[config.mk]
export PLATFORM = sky130hd
export DESIGN_NAME = page_replacement_fifo_lru_flat
export DESIGN_NICKNAME = d
export VERILOG_FILES = /design/src/prf_pkg.sv /design/src/prf_if.sv /design/src/page_replacement_fifo_lru.sv /design/src/flat_wrapper.sv
export SDC_FILE = /design/constraint.sdc
export NUM_CORES = 1
export LEC_CHECK = 0
export ABC_AREA = 1
export BUFFER_PORTS_ARGS = -buffer_cell sky130_fd_sc_hd__buf_2
export CAP_MARGIN = 5
export CELL_PAD_IN_SITES_DETAIL_PLACEMENT = 0
export CELL_PAD_IN_SITES_GLOBAL_PLACEMENT = 1
export CORE_AREA = 2 2 209 211
export DETAILED_ROUTE_END_ITERATION = 7
export DIE_AREA = 0 0 211 213
export HOLD_SLACK_MARGIN = 0.02
export PLACE_DENSITY = 0.78
export SETUP_SLACK_MARGIN = 0.15
export SLEW_MARGIN = 30
export SYNTH_ARGS = -nofsm -noshare
export SYNTH_HDL_FRONTEND = slang
export SYNTH_SLANG_ARGS = --single-unit
[constraint.sdc]
create_clock -name i_clk -period 7.6 [get_ports i_clk]
set_input_delay 1.52 -clock i_clk [delete_from_list [all_inputs] [get_ports i_clk]]
set_output_delay 1.52 -clock i_clk [all_outputs]
set_load 0.05 [all_outputs]
[src/prf_pkg.sv]
// prf_pkg: shared types and constants of the page replacement unit
// no dependencies; used by the channel interfaces, the top level and the checker
package prf_pkg;

    localparam int FRAMES_DEF     = 8;
    localparam int PAGE_BITS_DEF  = 16;
    localparam int COUNT_BITS_DEF = 16;

    localparam int PAGE_W     = 16;
    localparam int FIDX_W     = 3;
    localparam int CNT_W      = 16;
    localparam int CFG_IDX_W  = 1;
    localparam int CFG_DATA_W = 4;

    localparam logic OP_ACCESS = 1'b0;
    localparam logic OP_CLEAR  = 1'b1;

    localparam logic POL_FIFO = 1'b0;
    localparam logic POL_LRU  = 1'b1;

    localparam logic [CFG_IDX_W-1:0] CFG_POLICY = 1'd0;
    localparam logic [CFG_IDX_W-1:0] CFG_FRAMES = 1'd1;

    typedef struct packed {
        logic              op;
        logic [PAGE_W-1:0] page;
    } t_req;

    typedef struct packed {
        logic              hit;
        logic [FIDX_W-1:0] frame_index;
        logic              evicted_valid;
        logic [PAGE_W-1:0] evicted_page;
        logic [CNT_W-1:0]  fault_count;
        logic [CNT_W-1:0]  hit_count;
    } t_rsp;

endpackage

[src/prf_if.sv]
// prf_req_if, prf_rsp_if: valid/ready channels of the page replacement unit
// depends on prf_pkg for the payload types
interface prf_req_if;
    logic          valid;
    logic          ready;
    prf_pkg::t_req data;

    modport source (output valid, output data, input ready);
    modport sink (input valid, input data, output ready);
endinterface

interface prf_rsp_if;
    logic          valid;
    logic          ready;
    prf_pkg::t_rsp data;

    modport source (output valid, output data, input ready);
    modport sink (input valid, input data, output ready);
endinterface

[src/page_replacement_fifo_lru.sv]
// page_replacement_fifo_lru: page frame replacement unit, FIFO or LRU victim choice
// depends on prf_pkg and the channel interfaces in prf_if.sv
//
// usage:
//   i_req carries one transaction per item: op (access or clear) and a page number.
//   o_rsp returns one transaction per item: hit, frame index, evicted page and the
//   saturating fault and hit counts since the last clear.
//   the config port (i_cfg_we, i_cfg_idx, i_cfg_data) sets the policy (index 0)
//   and the number of managed frames (index 1); write it only while idle.
// timing:
//   the lookup over all frames, victim choice and rank update happen in the cycle
//   of acceptance; the result is registered and shows in the cycle after.
//   one item per cycle is sustained while o_rsp.ready is high, with a single result register.
// reset and stall:
//   reset empties all frames, zeroes the counters, selects FIFO and the full
//   frame count, capped at 8. while a result waits on o_rsp.ready, i_req.ready stays low.
module page_replacement_fifo_lru #(
    parameter int FRAMES     = prf_pkg::FRAMES_DEF,
    parameter int PAGE_BITS  = prf_pkg::PAGE_BITS_DEF,
    parameter int COUNT_BITS = prf_pkg::COUNT_BITS_DEF
) (
    input  logic                           i_clk,
    input  logic                           i_rst_n,
    input  logic                           i_cfg_we,
    input  logic [prf_pkg::CFG_IDX_W-1:0]  i_cfg_idx,
    input  logic [prf_pkg::CFG_DATA_W-1:0] i_cfg_data,
    prf_req_if.sink                        i_req,
    prf_rsp_if.source                      o_rsp
);
    import prf_pkg::*;

    localparam int RW  = (FRAMES > 1) ? $clog2(FRAMES) : 1;
    localparam int NW0 = $clog2(FRAMES + 1);
    localparam int NW  = (NW0 > CFG_DATA_W) ? NW0 : CFG_DATA_W;
    localparam logic [CFG_DATA_W-1:0] FRAMES_RST = CFG_DATA_W'((FRAMES < 8) ? FRAMES : 8);
    localparam logic [RW-1:0] RANK_TOP = RW'(FRAMES - 1);

    logic [PAGE_BITS-1:0]  r_page  [FRAMES];
    logic [PAGE_BITS-1:0]  n_page  [FRAMES];
    logic [FRAMES-1:0]     r_fvalid, n_fvalid;
    logic [RW-1:0]         r_rrank [FRAMES];
    logic [RW-1:0]         n_rrank [FRAMES];
    logic [RW-1:0]         r_lorder[FRAMES];
    logic [RW-1:0]         n_lorder[FRAMES];
    logic [COUNT_BITS-1:0] r_faults, n_faults;
    logic [COUNT_BITS-1:0] r_hits, n_hits;
    logic                  r_policy;
    logic [CFG_DATA_W-1:0] r_frames;
    t_rsp                  r_out, n_out;
    logic                  r_out_valid, n_out_valid;

    logic                 accept;
    logic [NW-1:0]        n_act;
    logic [PAGE_BITS-1:0] pg;
    logic [FRAMES-1:0]    act, hit_vec, empty_vec, victim_vec;
    logic [RW-1:0]        sel_rank[FRAMES];
    logic [RW-1:0]        hit_slot, empty_slot, victim_slot, slot;
    logic                 found, empty, ev_valid;
    logic [RW-1:0]        old_rr, old_lo;

    assign i_req.ready = !r_out_valid || o_rsp.ready;
    assign accept      = i_req.valid && i_req.ready;
    assign pg          = PAGE_BITS'(i_req.data.page);
    assign o_rsp.valid = r_out_valid;
    assign o_rsp.data  = r_out;

    always_comb begin
        if (r_frames == '0) begin
            n_act = NW'(1);
        end else if (NW'(r_frames) > NW'(FRAMES)) begin
            n_act = NW'(FRAMES);
        end else begin
            n_act = NW'(r_frames);
        end
    end

    always_comb begin
        for (int f = 0; f < FRAMES; f++) begin
            act[f]       = NW'(f) < n_act;
            hit_vec[f]   = act[f] && r_fvalid[f] && (r_page[f] == pg);
            empty_vec[f] = act[f] && !r_fvalid[f];
            sel_rank[f]  = (r_policy == POL_LRU) ? r_rrank[f] : r_lorder[f];
        end
        for (int f = 0; f < FRAMES; f++) begin
            victim_vec[f] = act[f];
            for (int g = 0; g < FRAMES; g++) begin
                if (act[g] && (sel_rank[g] < sel_rank[f])) begin
                    victim_vec[f] = 1'b0;
                end
            end
        end
    end

    // lowest set index wins
    always_comb begin
        hit_slot    = '0;
        empty_slot  = '0;
        victim_slot = '0;
        for (int f = FRAMES - 1; f >= 0; f--) begin
            if (hit_vec[f]) begin
                hit_slot = RW'(f);
            end
            if (empty_vec[f]) begin
                empty_slot = RW'(f);
            end
            if (victim_vec[f]) begin
                victim_slot = RW'(f);
            end
        end
    end

    assign found    = |hit_vec;
    assign empty    = |empty_vec;
    assign ev_valid = !found && !empty;
    assign slot     = found ? hit_slot : (empty ? empty_slot : victim_slot);
    assign old_rr   = r_rrank[slot];
    assign old_lo   = r_lorder[slot];

    always_comb begin
        n_page      = r_page;
        n_fvalid    = r_fvalid;
        n_rrank     = r_rrank;
        n_lorder    = r_lorder;
        n_faults    = r_faults;
        n_hits      = r_hits;
        n_out       = r_out;
        n_out_valid = r_out_valid && !o_rsp.ready;
        if (accept) begin
            n_out_valid = 1'b1;
            if (i_req.data.op == OP_CLEAR) begin
                n_fvalid = '0;
                for (int f = 0; f < FRAMES; f++) begin
                    n_rrank[f]  = RW'(f);
                    n_lorder[f] = RW'(f);
                end
                n_faults = '0;
                n_hits   = '0;
                n_out    = '0;
            end else begin
                for (int g = 0; g < FRAMES; g++) begin
                    if (r_rrank[g] > old_rr) begin
                        n_rrank[g] = r_rrank[g] - RW'(1);
                    end
                end
                n_rrank[slot] = RANK_TOP;
                if (found) begin
                    if (r_hits != '1) begin
                        n_hits = r_hits + COUNT_BITS'(1);
                    end
                end else begin
                    for (int g = 0; g < FRAMES; g++) begin
                        if (r_lorder[g] > old_lo) begin
                            n_lorder[g] = r_lorder[g] - RW'(1);
                        end
                    end
                    n_lorder[slot] = RANK_TOP;
                    n_page[slot]   = pg;
                    n_fvalid[slot] = 1'b1;
                    if (r_faults != '1) begin
                        n_faults = r_faults + COUNT_BITS'(1);
                    end
                end
                n_out.hit           = found;
                n_out.frame_index   = FIDX_W'(slot);
                n_out.evicted_valid = ev_valid;
                n_out.evicted_page  = ev_valid ? PAGE_W'(r_page[slot]) : '0;
                n_out.fault_count   = CNT_W'(n_faults);
                n_out.hit_count     = CNT_W'(n_hits);
            end
        end
    end

    always_ff @(posedge i_clk) begin
        r_page <= n_page;
        r_out  <= n_out;
        if (!i_rst_n) begin
            r_fvalid    <= '0;
            r_faults    <= '0;
            r_hits      <= '0;
            r_out_valid <= 1'b0;
            r_policy    <= POL_FIFO;
            r_frames    <= FRAMES_RST;
            for (int f = 0; f < FRAMES; f++) begin
                r_rrank[f]  <= RW'(f);
                r_lorder[f] <= RW'(f);
            end
        end else begin
            r_fvalid    <= n_fvalid;
            r_faults    <= n_faults;
            r_hits      <= n_hits;
            r_out_valid <= n_out_valid;
            r_rrank     <= n_rrank;
            r_lorder    <= n_lorder;
            if (i_cfg_we) begin
                unique case (i_cfg_idx)
                    CFG_POLICY: r_policy <= i_cfg_data[0];
                    CFG_FRAMES: r_frames <= i_cfg_data;
                    default:    r_policy <= r_policy;
                endcase
            end
        end
    end

endmodule

[src/flat_wrapper.sv]
// flat-port wrapper written by rule: the top's interface ports become plain ports
module page_replacement_fifo_lru_flat import prf_pkg::*;
#(
    parameter int FRAMES     = prf_pkg::FRAMES_DEF,
    parameter int PAGE_BITS  = prf_pkg::PAGE_BITS_DEF,
    parameter int COUNT_BITS = prf_pkg::COUNT_BITS_DEF
)
  (i_clk, i_rst_n, i_cfg_we, i_cfg_idx, i_cfg_data, i_req_valid, i_req_data, i_req_ready, o_rsp_valid, o_rsp_data, o_rsp_ready);
  prf_req_if i_req_i ();
  prf_rsp_if o_rsp_i ();
  input  logic i_clk;
  input  logic i_rst_n;
  input  logic i_cfg_we;
  input  logic [prf_pkg::CFG_IDX_W-1:0] i_cfg_idx;
  input  logic [prf_pkg::CFG_DATA_W-1:0] i_cfg_data;
  input wire logic [$bits(i_req_i.valid)-1:0] i_req_valid;
  input wire logic [$bits(i_req_i.data)-1:0] i_req_data;
  output wire logic [$bits(i_req_i.ready)-1:0] i_req_ready;
  output wire logic [$bits(o_rsp_i.valid)-1:0] o_rsp_valid;
  output wire logic [$bits(o_rsp_i.data)-1:0] o_rsp_data;
  input wire logic [$bits(o_rsp_i.ready)-1:0] o_rsp_ready;
  assign i_req_i.valid = i_req_valid;
  assign i_req_i.data = i_req_data;
  assign i_req_ready = i_req_i.ready;
  assign o_rsp_valid = o_rsp_i.valid;
  assign o_rsp_data = o_rsp_i.data;
  assign o_rsp_i.ready = o_rsp_ready;
  page_replacement_fifo_lru #(.FRAMES(FRAMES), .PAGE_BITS(PAGE_BITS), .COUNT_BITS(COUNT_BITS)) u_core (.i_clk(i_clk), .i_rst_n(i_rst_n), .i_cfg_we(i_cfg_we), .i_cfg_idx(i_cfg_idx), .i_cfg_data(i_cfg_data), .i_req(i_req_i), .o_rsp(o_rsp_i));
endmodule
[Word level (Yosys, flattened, before mapping)]
Cells that the tools add are included.
Word-level totals
  memories: 0
  register bits after elaboration: 275
  logic and storage cells: 464
  input bits: 27
  latch bits: 0
  memory bits (writable): 0
  output and inout bits: 55
  memory bits (read-only): 0
Cells by class
  muxes and demuxes: 184
  $mul: 0
  reductions and logical operators: 114
  equal/unequal tests: 11
  bitwise logic cells: 8
  add/subtract/negate cells: 18
  divide/modulo/power cells: 0
  magnitude comparators: 93
  shifts and indexed selects: 0
Operators by type and width (count)
  2-to-1 mux 3 bit: 95
  < comparator 3 bit: 64
  2-to-1 mux 16 bit: 9
  bitwise mux 128 bit: 1
  == test 16 bit: 8
  logical AND 1 bit: 93
  2-to-1 mux 24 bit: 3
  2-to-1 mux 1 bit: 66
  binary-select mux 16 bit (select 3 bit): 1
  demux 16 bit (select 3 bit): 1
  > comparator 3 bit: 16
  bitwise OR 24 bit: 2
  subtractor 3 x 1 -> 3 bit (second input constant): 16
  adder 16 x 1 -> 16 bit (second input constant): 2
  != test 16 bit (second input constant): 2
  binary-select mux 3 bit (select 3 bit): 2
  < comparator 3 x 4 -> 1 bit (first input constant): 4
  2-to-1 mux 8 bit: 2
  OR reduction 8 bit: 2
  zero test 1 bit: 12
  demux 3 bit (select 3 bit): 1
  < comparator 1 x 4 -> 1 bit (first input constant): 2
  < comparator 2 x 4 -> 1 bit (first input constant): 2
  2-to-1 mux 4 bit: 2
  15 further kinds: 20

[Depth between registers and ports, before layout]
Gate-level depths: netlist of the first run.
  depth in word-level cells: 35
  gate-level depth with buffers: 39
  depth with buffers taken out: 38

[Worst setup path after synthesis of the first run]
Ideal clock, no wire load.
  path kind: input port to flip-flop
  start: input i_req_data[15]
  end: register u_core.r_rrank[8] (netlist name)
  stages on the path: 29
  setup time: 122 ps
  slack: 2329 ps
  data arrival time: 5148 ps
  path through: buf_4 > inv_2 > buf_6 > nand2_1 > o21ai_1 > nor2_1 > nand2_1 > nor2_1 > nand3_1 > nand2_1 > nor2_1 > nand2_4 > nor2_2 > nand2_1 > nand2_2 > nor2_1 > nand2_1 > clkbuf_1 > o22ai_1 > nor4_1 > ha_1 > nand4_1 > nand2_1 > inv_1 > nand2_1 > nand2_1 > nand3_1 > nand2_1 > nand2_1
On the way
  word-level cells in the longest chain between the ends: 21
  elaborated cells on any way between the ends: 41
  classes of those cells: order compare (3); eq/ne (8); mux (18); bitwise (2); reduce/logical (10)
Ends and longest elaborated chain
  start, declared: RTL line flat_wrapper.sv:17  | input wire logic [$bits(i_req_i.data)-1:0] i_req_data;
  == test 16 bit: RTL line page_replacement_fifo_lru.sv:80  | hit_vec[f] = act[f] && r_fvalid[f] && (r_page[f] == pg);
  logical AND 1 bit: RTL line page_replacement_fifo_lru.sv:80
  2-to-1 mux 3 bit (8 in a row): RTL line page_replacement_fifo_lru.sv:100  | if (hit_vec[f]) begin
  2-to-1 mux 3 bit *: RTL line page_replacement_fifo_lru.sv:115  | assign slot = found ? hit_slot : (empty ? empty_slot : victim_slot);
  inverter 3 -> 4 bit (implied by the code) *: RTL line page_replacement_fifo_lru.sv:116, page_replacement_fifo_lru.sv:145
  binary-select mux 3 bit (select 3 bit): RTL line page_replacement_fifo_lru.sv:116  | assign old_rr = r_rrank[slot];
  2-to-1 mux 3 bit (implied by the code) (2 in a row): RTL line page_replacement_fifo_lru.sv:116
  > comparator 3 bit: RTL line page_replacement_fifo_lru.sv:141  | if (r_rrank[g] > old_rr) begin
  2-to-1 mux 3 bit: RTL line page_replacement_fifo_lru.sv:141
  2-to-1 mux 3 bit: RTL line page_replacement_fifo_lru.sv:130  | if (i_req.data.op == OP_CLEAR) begin
  2-to-1 mux 3 bit: RTL line page_replacement_fifo_lru.sv:128  | if (accept) begin
  bitwise OR 24 bit (no source line) *
  2-to-1 mux 24 bit *: RTL line page_replacement_fifo_lru.sv:130
  end signal, assigned by index: RTL line page_replacement_fifo_lru.sv:184  | r_rrank[f] <= RW'(f);
  end signal, assigned: RTL line page_replacement_fifo_lru.sv:192  | r_rrank <= n_rrank;
  end, declared: RTL line page_replacement_fifo_lru.sv:41  | logic [RW-1:0] r_rrank [FRAMES];
Mark *: on every way between the ends. The rest lies on a longest branch, timed or not. The select of a mux whose other input is x is not followed.
A chain may end at the register's enable or synchronous reset.

[Worst setup path after layout of the first run]
  start: register u_core.r_policy
  end: register u_core.r_lorder[18] (netlist name)
On the way
  word-level cells in the longest chain between the ends: 33
  elaborated cells on any way between the ends: 227
  classes of those cells: order compare (67); mux (93); bitwise (2); reduce/logical (65)
Ends and longest elaborated chain
  start, declared: RTL line page_replacement_fifo_lru.sv:47  | logic r_policy;
  start signal, assigned: RTL line page_replacement_fifo_lru.sv:196  | CFG_POLICY: r_policy <= i_cfg_data[0];
  start signal, assigned: RTL line page_replacement_fifo_lru.sv:198  | default: r_policy <= r_policy;
  2-to-1 mux 3 bit: RTL line page_replacement_fifo_lru.sv:82  | sel_rank[f] = (r_policy == POL_LRU) ? r_rrank[f] : r_lorder[f];
  < comparator 3 bit: RTL line page_replacement_fifo_lru.sv:87  | if (act[g] && (sel_rank[g] < sel_rank[f])) begin
  logical AND 1 bit: RTL line page_replacement_fifo_lru.sv:87
  2-to-1 mux 1 bit (8 in a row): RTL line page_replacement_fifo_lru.sv:87
  2-to-1 mux 3 bit (7 in a row): RTL line page_replacement_fifo_lru.sv:106  | if (victim_vec[f]) begin
  2-to-1 mux 3 bit *: RTL line page_replacement_fifo_lru.sv:106
  2-to-1 mux 3 bit * (2 in a row): RTL line page_replacement_fifo_lru.sv:115
  inverter 3 -> 4 bit (implied by the code) *: RTL line page_replacement_fifo_lru.sv:117, page_replacement_fifo_lru.sv:156
  [3 not listed]
  > comparator 3 bit: RTL line page_replacement_fifo_lru.sv:152  | if (r_lorder[g] > old_lo) begin
  2-to-1 mux 3 bit: RTL line page_replacement_fifo_lru.sv:152
  2-to-1 mux 3 bit: RTL line page_replacement_fifo_lru.sv:146  | if (found) begin
  2-to-1 mux 3 bit: RTL line page_replacement_fifo_lru.sv:130
  2-to-1 mux 3 bit: RTL line page_replacement_fifo_lru.sv:128
  bitwise OR 24 bit (no source line) *
  2-to-1 mux 24 bit *: RTL line page_replacement_fifo_lru.sv:146
  2-to-1 mux 24 bit *: RTL line page_replacement_fifo_lru.sv:130
  end signal, assigned by index: RTL line page_replacement_fifo_lru.sv:185  | r_lorder[f] <= RW'(f);
  end signal, assigned: RTL line page_replacement_fifo_lru.sv:193  | r_lorder <= n_lorder;
  end, declared: RTL line page_replacement_fifo_lru.sv:43  | logic [RW-1:0] r_lorder[FRAMES];
Marks and branches as above.

==> run_results.csv, run 1 <==
group,metric,value,unit
die,coreArea,42700,sq um
clock_network,cts_tree,"yes",
global_routing,antenna_found_initial,1,
routing,wl,76.16,mm
die,die_area,44940,sq um
setup_path,rr_worst_depth,32,
synthesis,synth.distinct_cells,46,
cells_and_area,syn2layout_area_growth,11.96,%
clock_network,postCtsResizedCells,0,
clock_network,cts_root_buf,"clkbuf_16",
global_routing,grtUsageTotal,33.79,%
clock_network,clk_latency,0.55,ns
placement,place_area,20180,sq um
synthesis,yosysMostFrequentCell,"nand2_1",
clock_network,clk_path_buf_depth,3,
global_routing,grt_overflow,0,
clock_network,htreeDepth,2,
synthesis,yosys-top-cells-count,"nand2_1, inv_1, nor2_1",
routing,drt_iter0_drc,1965,
setup_path,worstPathArrival,6.67,ns
setup_path,cp_max_fo,37,
setup_path,crit_top_cell,"nand2_1",
routing,num_vias,18919,
synthesis,ys_seq_elements,275,
clock_network,ctsHoldBuffers,0,
cells_and_area,final_nets,2880,
synthesis,yosys_warnings,0,
timing,setup_ws,1.373,ns
timing,rsz0062_at_grt,"false",
clock_network,cts_setup_buffers,0,
pwr,pwr-share-clk,37.6,%
setup_path,timing.rr.end,"u_core.r_lorder[18]$_SDFFE_PN1P_",
pwr,p_leak,9.748,nW
synthesis,ys.flop_type,"edfxtp_1",
setup_path,r2r_slack,1.37,ns
pwr,p_sw,1.441,mW
cells_and_area,nFillCells,4327,
synthesis,ys_seq_area_share,38.46,%
placement,placed_cells,3229,
synthesis,synth_edf_count,181,
setup_path,cp_slowest_cell,"nor4_1",
pwr,swShare,32.95,%
cells_and_area,area.sequential,7318,sq um
timing,worst_slew_pin_slew,1.024,ns
timing,fin_crit,6.227,ns
setup_path,endpoint_kind,"flip-flop",
flow_run,cap_violations,0,
synthesis,synth_cells,2622,
setup_path,max_stage_delay,0.64,ns
pwr,internal_power,2.931,mW
timing,period_share,81.93,%
die,start_util,44.56,%
setup_path,r2r-start,"u_core.r_policy$_SDFFE_PN0P_",
synthesis,yosysTopAreaCell,"edfxtp_1",
timing,final-setup-viol-count,0,
cells_and_area,final_cell_count_no_fill,3291,
synthesis,yosys-top-cells-area,"edfxtp_1, nand2_1, dfxtp_1, ha_1, inv_1",
routing,drtAntennaViolNets,0,
cells_and_area,drive_above_1_share,8.382,%
placement,gp_congestion,1.030,
clock_network,clk_pin_slew,0.05,ns
min_path,whs_path_depth,2,
min_path,min_to,"u_core.r_hits[9]$_SDFFE_PN0P_",
global_routing,grt_pass1_wl,111.6,mm
placement,pre_cts_slack,1.199,ns
synthesis,syn_area,19020,sq um
global_routing,grt_pass1_vias,17558,
die,die_h,213,microns
timing,tns,0,ns
synthesis,synthDominantCellAreaShare,28.57,%
pwr,combPwrFrac,23.5,%
routing,drc,0,
pwr,power.density,205.2,nW/um^2
setup_path,critPathRequiredTime,8.04,ns
synthesis,syn_nets,2783,
timing,drv_slew,0,
die,ios,82,
die,die_w,211,microns
placement,port_buffers,81,
min_path,min_path_type,"reg -> reg",
status,status,"finished clean",
timing,fin_worst_hold_slack,0.4687,ns
cells_and_area,multiInputGateArea,10010,sq um
synthesis,async_flop_share,0,%
routing,wl_per_cell,23.14,microns
setup_path,critPathKind,"reg -> reg",
clock_network,cts_buffers,34,
setup_path,start_kind,"flip-flop",
timing,worst_slew_margin_rel,31.54,%
pwr,power_frac_seq,38.9,%
timing,fmax,0.1606,GHz
clock_network,clock_sinks,275,
cells_and_area,fin_area,21300,sq um
routing,drt_first_pass_iters,6,
min_path,hp-start,"u_core.r_hits[9]$_SDFFE_PN0P_",
routing,vias_per_cell,5.749,
global_routing,grt_max_degree,66,
placement,dp_hpwl,57.61,mm
timing,finalHoldViolations,0,
timing,finClkSkew,0.02308,ns
die,rows,76,
synthesis,syn_area_per_cell,7.255,sq um
pwr,ir_worst_vdd,165.0,uV
## logic make-up after synthesis
family | after synthesis | share of synthesized area (%)
buf+inv | 446 | 9.109
xor+xnor | 49 | 2.256
flops | 275 | 38.46
fa+ha+maj | 134 | 8.813
compound gates | 393 | 11.65
simple gates | 1325 | 29.70
## cells in the final DEF, fill, tap and decap left out, drive strengths merged, types with 8 or more instances in the layout
| master | count |
|---|---|
| buf | 125 |
| nand2 | 739 |
| nor3 | 24 |
| nor4 | 11 |
| nand3 | 189 |
| clkbuf | 48 |
| nor2 | 260 |
| xnor2 | 25 |
| dfxtp | 94 |
| edfxtp | 181 |
| inv | 380 |
| ha | 134 |
| nand3b | 25 |
| o21ai | 140 |
| clkinv | 11 |
| a21oi | 149 |
| a31oi | 8 |
| o22ai | 44 |
| nand4 | 65 |
| a221oi | 30 |
| xor2 | 24 |
## registers in the layout (all words and copies together) (netlist names)
register            flops
u_core.o_rsp.data      53
u_core.o_rsp.valid      1
u_core.r_faults        16
u_core.r_frames         4
u_core.r_fvalid         8
u_core.r_hits          16
u_core.r_lorder        24
u_core.r_page         128
u_core.r_policy         1
u_core.r_rrank         24
## final cells by class
class                   instances  share of cell area, %
diodes                          1                0.01175
clock buffers                  48                  4.582
clock inverters                13                 0.6286
inverters                     382                  6.744
multi-input cells            1901                  47.01
flip-flops and latches        275                  34.36
well taps                     546                  3.207
repair buffers                125                  3.454
## stage by stage
stage	util (%)	power, mW
final	49.89	4.372
after global routing	49.88	4.574
after CTS	49.86	4.369
after detailed placement	47.26	2.734
after global placement	47.25	2.708
after floorplan	-	2.417
## worst max-delay path by stage
stage                                 startpoint                                to  slack (ns)
floorplan                         i_req_data[15]    u_core.r_rrank[8]$_SDFFE_PN1P_        2.33
global placement    u_core.r_policy$_SDFFE_PN0P_  u_core.r_lorder[18]$_SDFFE_PN1P_        1.23
detailed placement                i_req_data[13]   u_core.r_lorder[7]$_SDFFE_PN0P_        1.20
CTS                 u_core.r_policy$_SDFFE_PN0P_   u_core.r_lorder[4]$_SDFFE_PN1P_        1.39
global route        u_core.r_policy$_SDFFE_PN0P_  u_core.r_lorder[21]$_SDFFE_PN0P_        0.93
finish              u_core.r_policy$_SDFFE_PN0P_  u_core.r_lorder[18]$_SDFFE_PN1P_        1.37
## power groups by stage
| stage | combinational (mW) | clock [mW] | sequential (mW) |
|---|---|---|---|
| global route | 1.15 | 1.72 | 1.70 |
| finish | 1.03 | 1.65 | 1.70 |
| detailed placement | 1.01 | 0 | 1.73 |
| global placement | 0.980 | 0 | 1.73 |
| CTS | 1.01 | 1.66 | 1.70 |
| floorplan | 0.655 | 0 | 1.76 |
## critical path: cells and delay by family (launching register included)
family | cells | cell delay, ns
AOI/OAI and AO/OA | 3 | 0.75
buffers and inverters | 5 | 1.37
and+or+nand+nor | 22 | 2.78
adders and majority gates | 2 | 0.64
DFF | 1 | 0.50
## per-layer routing
layer / GRT usage (%) / part of all wire (%)
met1: 45.45 / 42
met2: 54.73 / 45
met3: 5.368 / 8.6
met4: 12.92 / 3.9
met5: 0 / 0
Power figures use the tool's default switching activity.
==> inputs of run 2 (changes only) <==
==> constraint.sdc (replaced) <==
create_clock -name i_clk -period 6.25 [get_ports i_clk]
set_input_delay 1.25 -clock i_clk [delete_from_list [all_inputs] [get_ports i_clk]]
set_output_delay 1.25 -clock i_clk [all_outputs]
set_load 0.05 [all_outputs]
==> run 2 against run 1 <==
Effect of this change:
- final cell count is 0.58% higher
- combinational power is 23% higher
- hold slack worse by 0.0031 ns
- register-to-register slack worse by 0.63 ns
- largest power group unchanged
==> run_results.csv, run 2 (same netlist as run 1, synthesis figures left out) <==
group,metric,value,unit
clock_network,cts_root_buf,"clkbuf_16",
timing,rsz0062_at_grt,"false",
setup_path,r2r_slack,0.74,ns
pwr,ir_worst_vdd,230.3,uV
pwr,power_frac_seq,38.7,%
global_routing,grt_max_degree,72,
cells_and_area,multiInputGateArea,9998,sq um
die,ios,82,
timing,fmax,0.1815,GHz
routing,drt_iter0_drc,1968,
cells_and_area,antenna_cells,0,
cells_and_area,final_cell_mix,"nand2_1, inv_1, nor2_1",
cells_and_area,drive_above_1_share,8.900,%
routing,drc,0,
pwr,swShare,33.24,%
timing,period_share,88.18,%
setup_path,endpoint_kind,"flip-flop",
routing,num_vias,19140,
timing,tns,0,ns
setup_path,start_kind,"flip-flop",
setup_path,max_stage_delay,0.59,ns
die,die_w,211,microns
placement,port_buffers,81,
clock_network,clk_latency,0.56,ns
clock_network,clk_pin_slew,0.06,ns
timing,worst_slew_pin_slew,0.8192,ns
pwr,pwr-share-clk,37.4,%
clock_network,clock_sinks,275,
pwr,p_leak,9.832,nW
placement,gp_congestion,1.036,
placement,dp_hpwl,58.60,mm
pwr,combPwrFrac,23.8,%
pwr,power.density,248.3,nW/um^2
setup_path,worstPathArrival,5.95,ns
cells_and_area,final_nets,2900,
cells_and_area,largest_reg_flops,128,
routing,drtAntennaViolNets,0,
global_routing,grt_pass1_wl,114.0,mm
setup_path,critPathRequiredTime,6.69,ns
pwr,p_sw,1.767,mW
cells_and_area,area.sequential,7317,sq um
timing,setup_ws,0.7391,ns
timing,finalHoldViolations,0,
cells_and_area,regMostFlops,"u_core.r_page",
timing,worst_slew_margin_rel,45.39,%
flow_run,cap_violations,0,
min_path,min_path_type,"reg -> reg",
clock_network,cts_tree,"yes",
pwr,internal_power,3.549,mW
die,die_area,44940,sq um
setup_path,cp_max_fo,48,
timing,fin_crit,5.511,ns
cells_and_area,final_common_cell,"nand2_1",
timing,drv_slew,0,
global_routing,grt_overflow,0,
global_routing,antenna_found_initial,0,
global_routing,grtUsageTotal,34.51,%
die,start_util,44.56,%
clock_network,ctsHoldBuffers,0,
routing,vias_per_cell,5.782,
clock_network,htreeDepth,2,
cells_and_area,syn2layout_area_growth,12.54,%
timing,finClkSkew,0.02334,ns
clock_network,postCtsResizedCells,0,
status,status,"finished clean",
setup_path,critPathKind,"reg -> reg",
clock_network,cts_setup_buffers,0,
routing,drt_first_pass_iters,5,
die,rows,76,
cells_and_area,nFillCells,4275,
global_routing,grt_pass1_vias,18156,
clock_network,cts_buffers,35,
clock_network,clk_path_buf_depth,3,
die,coreArea,42700,sq um
timing,final-setup-viol-count,0,
setup_path,crit_buf_inv,6,
setup_path,crit_top_cell,"nand2_1",
setup_path,critical-path-top-delay-family,"simple AND/OR/NAND/NOR gates",
routing,wl,77.65,mm
routing,wl_per_cell,23.46,microns
setup_path,cp_slowest_cell,"o21ai_1",
placement,pre_cts_slack,0.5567,ns
die,die_h,213,microns
run 2: cell count changes in the layout (fill, tap and decap cells not counted), sizes merged:
cell,delta
inv,+1
clkinvlp,-1
buf,+19
clkbuf,+1
diode,-1
run 2: stage by stage:
| step | area [sq um] | utilization (%) | hold slack, ns | power (mW) | cells |
|---|---|---|---|---|---|
| final | 21410 | 50.14 | 0.4657 | 5.316 | 3310 |
| after global routing | 21410 | 50.14 | 0.4732 | 5.564 | 3310 |
| after CTS | 21410 | 50.14 | 0.4656 | 5.321 | 3310 |
| after detailed placement | 20330 | 47.61 | 0.4562 | 3.334 | 3248 |
| after global placement | 20320 | 47.59 | 0.4540 | 3.297 | 3248 |
| after floorplan | 19020 | - | 0.4453 | 2.939 | 2622 |
run 2: worst paths after layout:
check / from / end / cells past startpoint
max: u_core.r_policy$_SDFFE_PN0P_ / u_core.r_rrank[12]$_SDFFE_PN1P_ / 31
min: u_core.r_hits[9]$_SDFFE_PN0P_ / u_core.r_hits[9]$_SDFFE_PN0P_ / 2
max reg2reg: u_core.r_policy$_SDFFE_PN0P_ / u_core.r_rrank[12]$_SDFFE_PN1P_ / 31
min reg2reg: u_core.r_hits[9]$_SDFFE_PN0P_ / u_core.r_hits[9]$_SDFFE_PN0P_ / 2
run 2: worst reg2reg max path: cells and delay by family, from the launching register on:
kind	cells	cell delay, ns
AOI/OAI and AO/OA	7	1.48
and+or+nand+nor	16	1.89
DFF	1	0.33
buffers and inverters	6	1.00
adders and majority gates	2	0.70
run 2: routing by layer:
layer	up-vias	routed length [microns]	global-route usage, %
li1	8984	-	-
met5	-	0	0
met1	9150	33230	46.11
met4	0	2717	12.12
met3	141	6106	5.163
met2	865	35600	57.01
run 2: area by class of cell:
class	instances	area share, %
clock buffer	49	4.477
inverter	382	6.710
tap	546	3.191
sequential	275	34.18
multi-input combinational	1901	46.70
clock inverter	13	0.5786
timing repair buffer	144	4.161
run 2: power groups by stage:
stage | clock network (mW) | registers [mW] | logic (mW)
2_1_floorplan | 0 | 2.14 | 0.796
3_3_place_gp | 0 | 2.09 | 1.20
3_5_place_dp | 0 | 2.09 | 1.24
4_1_cts | 2.02 | 2.06 | 1.25
5_1_grt | 2.09 | 2.07 | 1.41
6_report | 1.99 | 2.06 | 1.27
==> inputs of run 3 (changes only) <==
--- a/config.mk
+++ b/config.mk
@@ -14,7 +14,7 @@
 export DETAILED_ROUTE_END_ITERATION = 7
 export DIE_AREA = 0 0 211 213
 export HOLD_SLACK_MARGIN = 0.02
-export PLACE_DENSITY = 0.78
+export PLACE_DENSITY_LB_ADDON = 0.08
 export SETUP_SLACK_MARGIN = 0.15
 export SLEW_MARGIN = 30
 export SYNTH_ARGS = -nofsm -noshare
==> run 3 against run 2 <==
Effect of this change:
- register-to-register slack worse by 0.16 ns
- worst setup slack worse by 0.16 ns
- sequential power hardly changed
- global-route usage is 0.84 points lower
- wire length is 2.7% lower
- hold slack better by 0.0040 ns
- utilization is 0.31 points higher
- total power is 0.71% higher
- sequential share of layout area is 0.21 points lower
- critical endpoint is now u_core.r_lorder[4]$_SDFFE_PN1P_
- largest cell class unchanged
==> run_results.csv, run 3 (same netlist as run 1, synthesis figures left out) <==
group,metric,value,unit
cells_and_area,fin_util,50.45,%
setup_path,worstPathArrival,6.10,ns
setup_path,timing.rr.end,"u_core.r_lorder[4]$_SDFFE_PN1P_",
cells_and_area,syn2layout_area_growth,13.24,%
cells_and_area,antenna_cells,0,
clock_network,clock_sinks,275,
die,start_util,44.56,%
global_routing,grtUsageTotal,33.67,%
pwr,p_sw,1.760,mW
timing,drv_slew,0,
min_path,hp-start,"u_core.r_hits[9]$_SDFFE_PN0P_",
die,die_area,44940,sq um
flow_run,cap_violations,0,
setup_path,critPathKind,"reg -> reg",
timing,period_share,90.80,%
die,ios,82,
timing,tns,0,ns
die,die_w,211,microns
die,rows,76,
global_routing,grt_pass1_vias,17731,
routing,vias_per_cell,5.703,
timing,worst_slew_margin_rel,40.33,%
cells_and_area,final_cell_mix,"nand2_1, inv_1, nor2_1",
global_routing,grt_pass1_wl,111.0,mm
setup_path,critPathRequiredTime,6.68,ns
routing,drt_first_pass_iters,7,
routing,drt_iter0_drc,2096,
placement,dp_hpwl,57.49,mm
die,coreArea,42700,sq um
min_path,min_path_type,"reg -> reg",
setup_path,cp_slowest_cell,"or4_1",
setup_path,rr_worst_depth,32,
placement,gp_congestion,1.068,
timing,fin_worst_hold_slack,0.4697,ns
pwr,internal_power,3.594,mW
timing,rsz0062_at_grt,"false",
timing,finalHoldViolations,0,
cells_and_area,drive_above_1_share,9.658,%
timing,final-setup-viol-count,0,
routing,wl_per_cell,22.76,microns
pwr,power_frac_seq,38.5,%
routing,drc,0,
timing,worst_slew_pin_slew,0.8918,ns
global_routing,antenna_found_initial,0,
global_routing,grt_max_degree,65,
cells_and_area,final_nets,2910,
pwr,pwr-share-clk,38.0,%
routing,drtAntennaViolNets,0,
status,status,"finished clean",
setup_path,cp_max_fo,11,
cells_and_area,regMostFlops,"u_core.r_page",
min_path,whs_path_depth,2,
clock_network,clk_path_buf_depth,3,
pwr,ir_worst_vdd,206.3,uV
pwr,combPwrFrac,23.5,%
cells_and_area,final_common_cell,"nand2_1",
setup_path,endpoint_kind,"flip-flop",
timing,fin_crit,5.675,ns
clock_network,ctsHoldBuffers,0,
routing,wl,75.57,mm
clock_network,htreeDepth,2,
die,die_h,213,microns
clock_network,cts_buffers,35,
pwr,power.density,248.5,nW/um^2
setup_path,crit_top_cell,"nand2_1",
timing,fmax,0.1762,GHz
timing,finClkSkew,0.02700,ns
clock_network,cts_root_buf,"clkbuf_16",
placement,port_buffers,81,
setup_path,start_kind,"flip-flop",
pwr,p_leak,9.914,nW
clock_network,cts_tree,"yes",
cells_and_area,largest_reg_flops,128,
pwr,swShare,32.88,%
clock_network,clk_latency,0.56,ns
setup_path,max_stage_delay,0.52,ns
setup_path,r2r-start,"u_core.r_policy$_SDFFE_PN0P_",
routing,num_vias,18939,
min_path,min_to,"u_core.r_hits[9]$_SDFFE_PN0P_",
setup_path,r2r_slack,0.58,ns
clock_network,clk_pin_slew,0.06,ns
global_routing,grt_overflow,0,
[run 3: cell count changes in the layout (fill, tap and decap cells not counted), sizes merged]
cell      previous run  this run
clkinv              11        21
bufinv               2         4
clkinvlp             1         3
clkbuf              49        35
buf                144       154
inv                381       382
[run 3: final cells by class]
class	count	area (sq um)
sequential	275	7317
fill	4244	21150
clock buffer	35	875.8
inverter	382	1436
clock inverter	28	259.0
multi-input combinational	1901	10000
timing repair buffer	154	965.9
tap	546	683.2
[run 3: power by group through the flow]
stage               Sequential [mW]  Clock (mW)  Combinational (mW)
detailed placement             2.10           0                1.23
global placement               2.10           0                1.20
floorplan                      2.14           0               0.796
finish                         2.06        2.04                1.26
global route                   2.07        2.14                1.42
CTS                            2.06        2.07                1.24
[run 3: worst max-delay path, delay by kind of cell, from the launching register on]
| family | cells | cell delay, ns |
|---|---|---|
| AOI/OAI and AO/OA | 5 | 0.84 |
| adders and majority gates | 2 | 0.71 |
| buffers and inverters | 4 | 1.06 |
| DFF | 1 | 0.41 |
| and+or+nand+nor | 21 | 2.52 |
[run 3: what timing repair did]
action,4_1_cts,5_1_grt
resized for setup,0,2
endpoints found under the hold margin,0,0
endpoints found under the setup margin,0,13
buffers inserted,0,0
[run 3: per-layer routing]
metal / GRT usage (%) / vias to the layer above / share of wire, %
li1: - / 9015 / -
met1: 45.73 / 8989 / 43
met2: 52.50 / 797 / 44
met3: 8.663 / 138 / 10
met4: 10.59 / 0 / 3.1
met5: 0 / - / 0
[run 3: worst max path at each step]
stage | start | end | slack, ns | cells after the start
floorplan | u_core.r_policy$_SDFFE_PN0P_ | u_core.r_rrank[8]$_SDFFE_PN1P_ | 1.18 | 34
global placement | u_core.r_policy$_SDFFE_PN0P_ | u_core.o_rsp.data[43]$_SDFFCE_PP0P_ | 0.51 | 26
detailed placement | i_req_data[12] | u_core.r_rrank[19]$_SDFFE_PN0P_ | 0.55 | 28
CTS | u_core.r_policy$_SDFFE_PN0P_ | u_core.r_lorder[4]$_SDFFE_PN1P_ | 0.67 | 32
global route | u_core.r_policy$_SDFFE_PN0P_ | u_core.r_lorder[7]$_SDFFE_PN0P_ | 0.17 | 35
finish | u_core.r_policy$_SDFFE_PN0P_ | u_core.r_lorder[4]$_SDFFE_PN1P_ | 0.58 | 32
[run 3: per-stage QoR]
stage,power [mW],cell area (sq um),std cells,setup WS [ns]
finish,5.354,21540,3321,0.5752
global route,5.625,21540,3321,0.1743
CTS,5.372,21540,3321,0.6697
detailed placement,3.330,20400,3258,0.5531
global placement,3.293,20400,3258,0.5107
floorplan,2.939,19020,2622,1.180
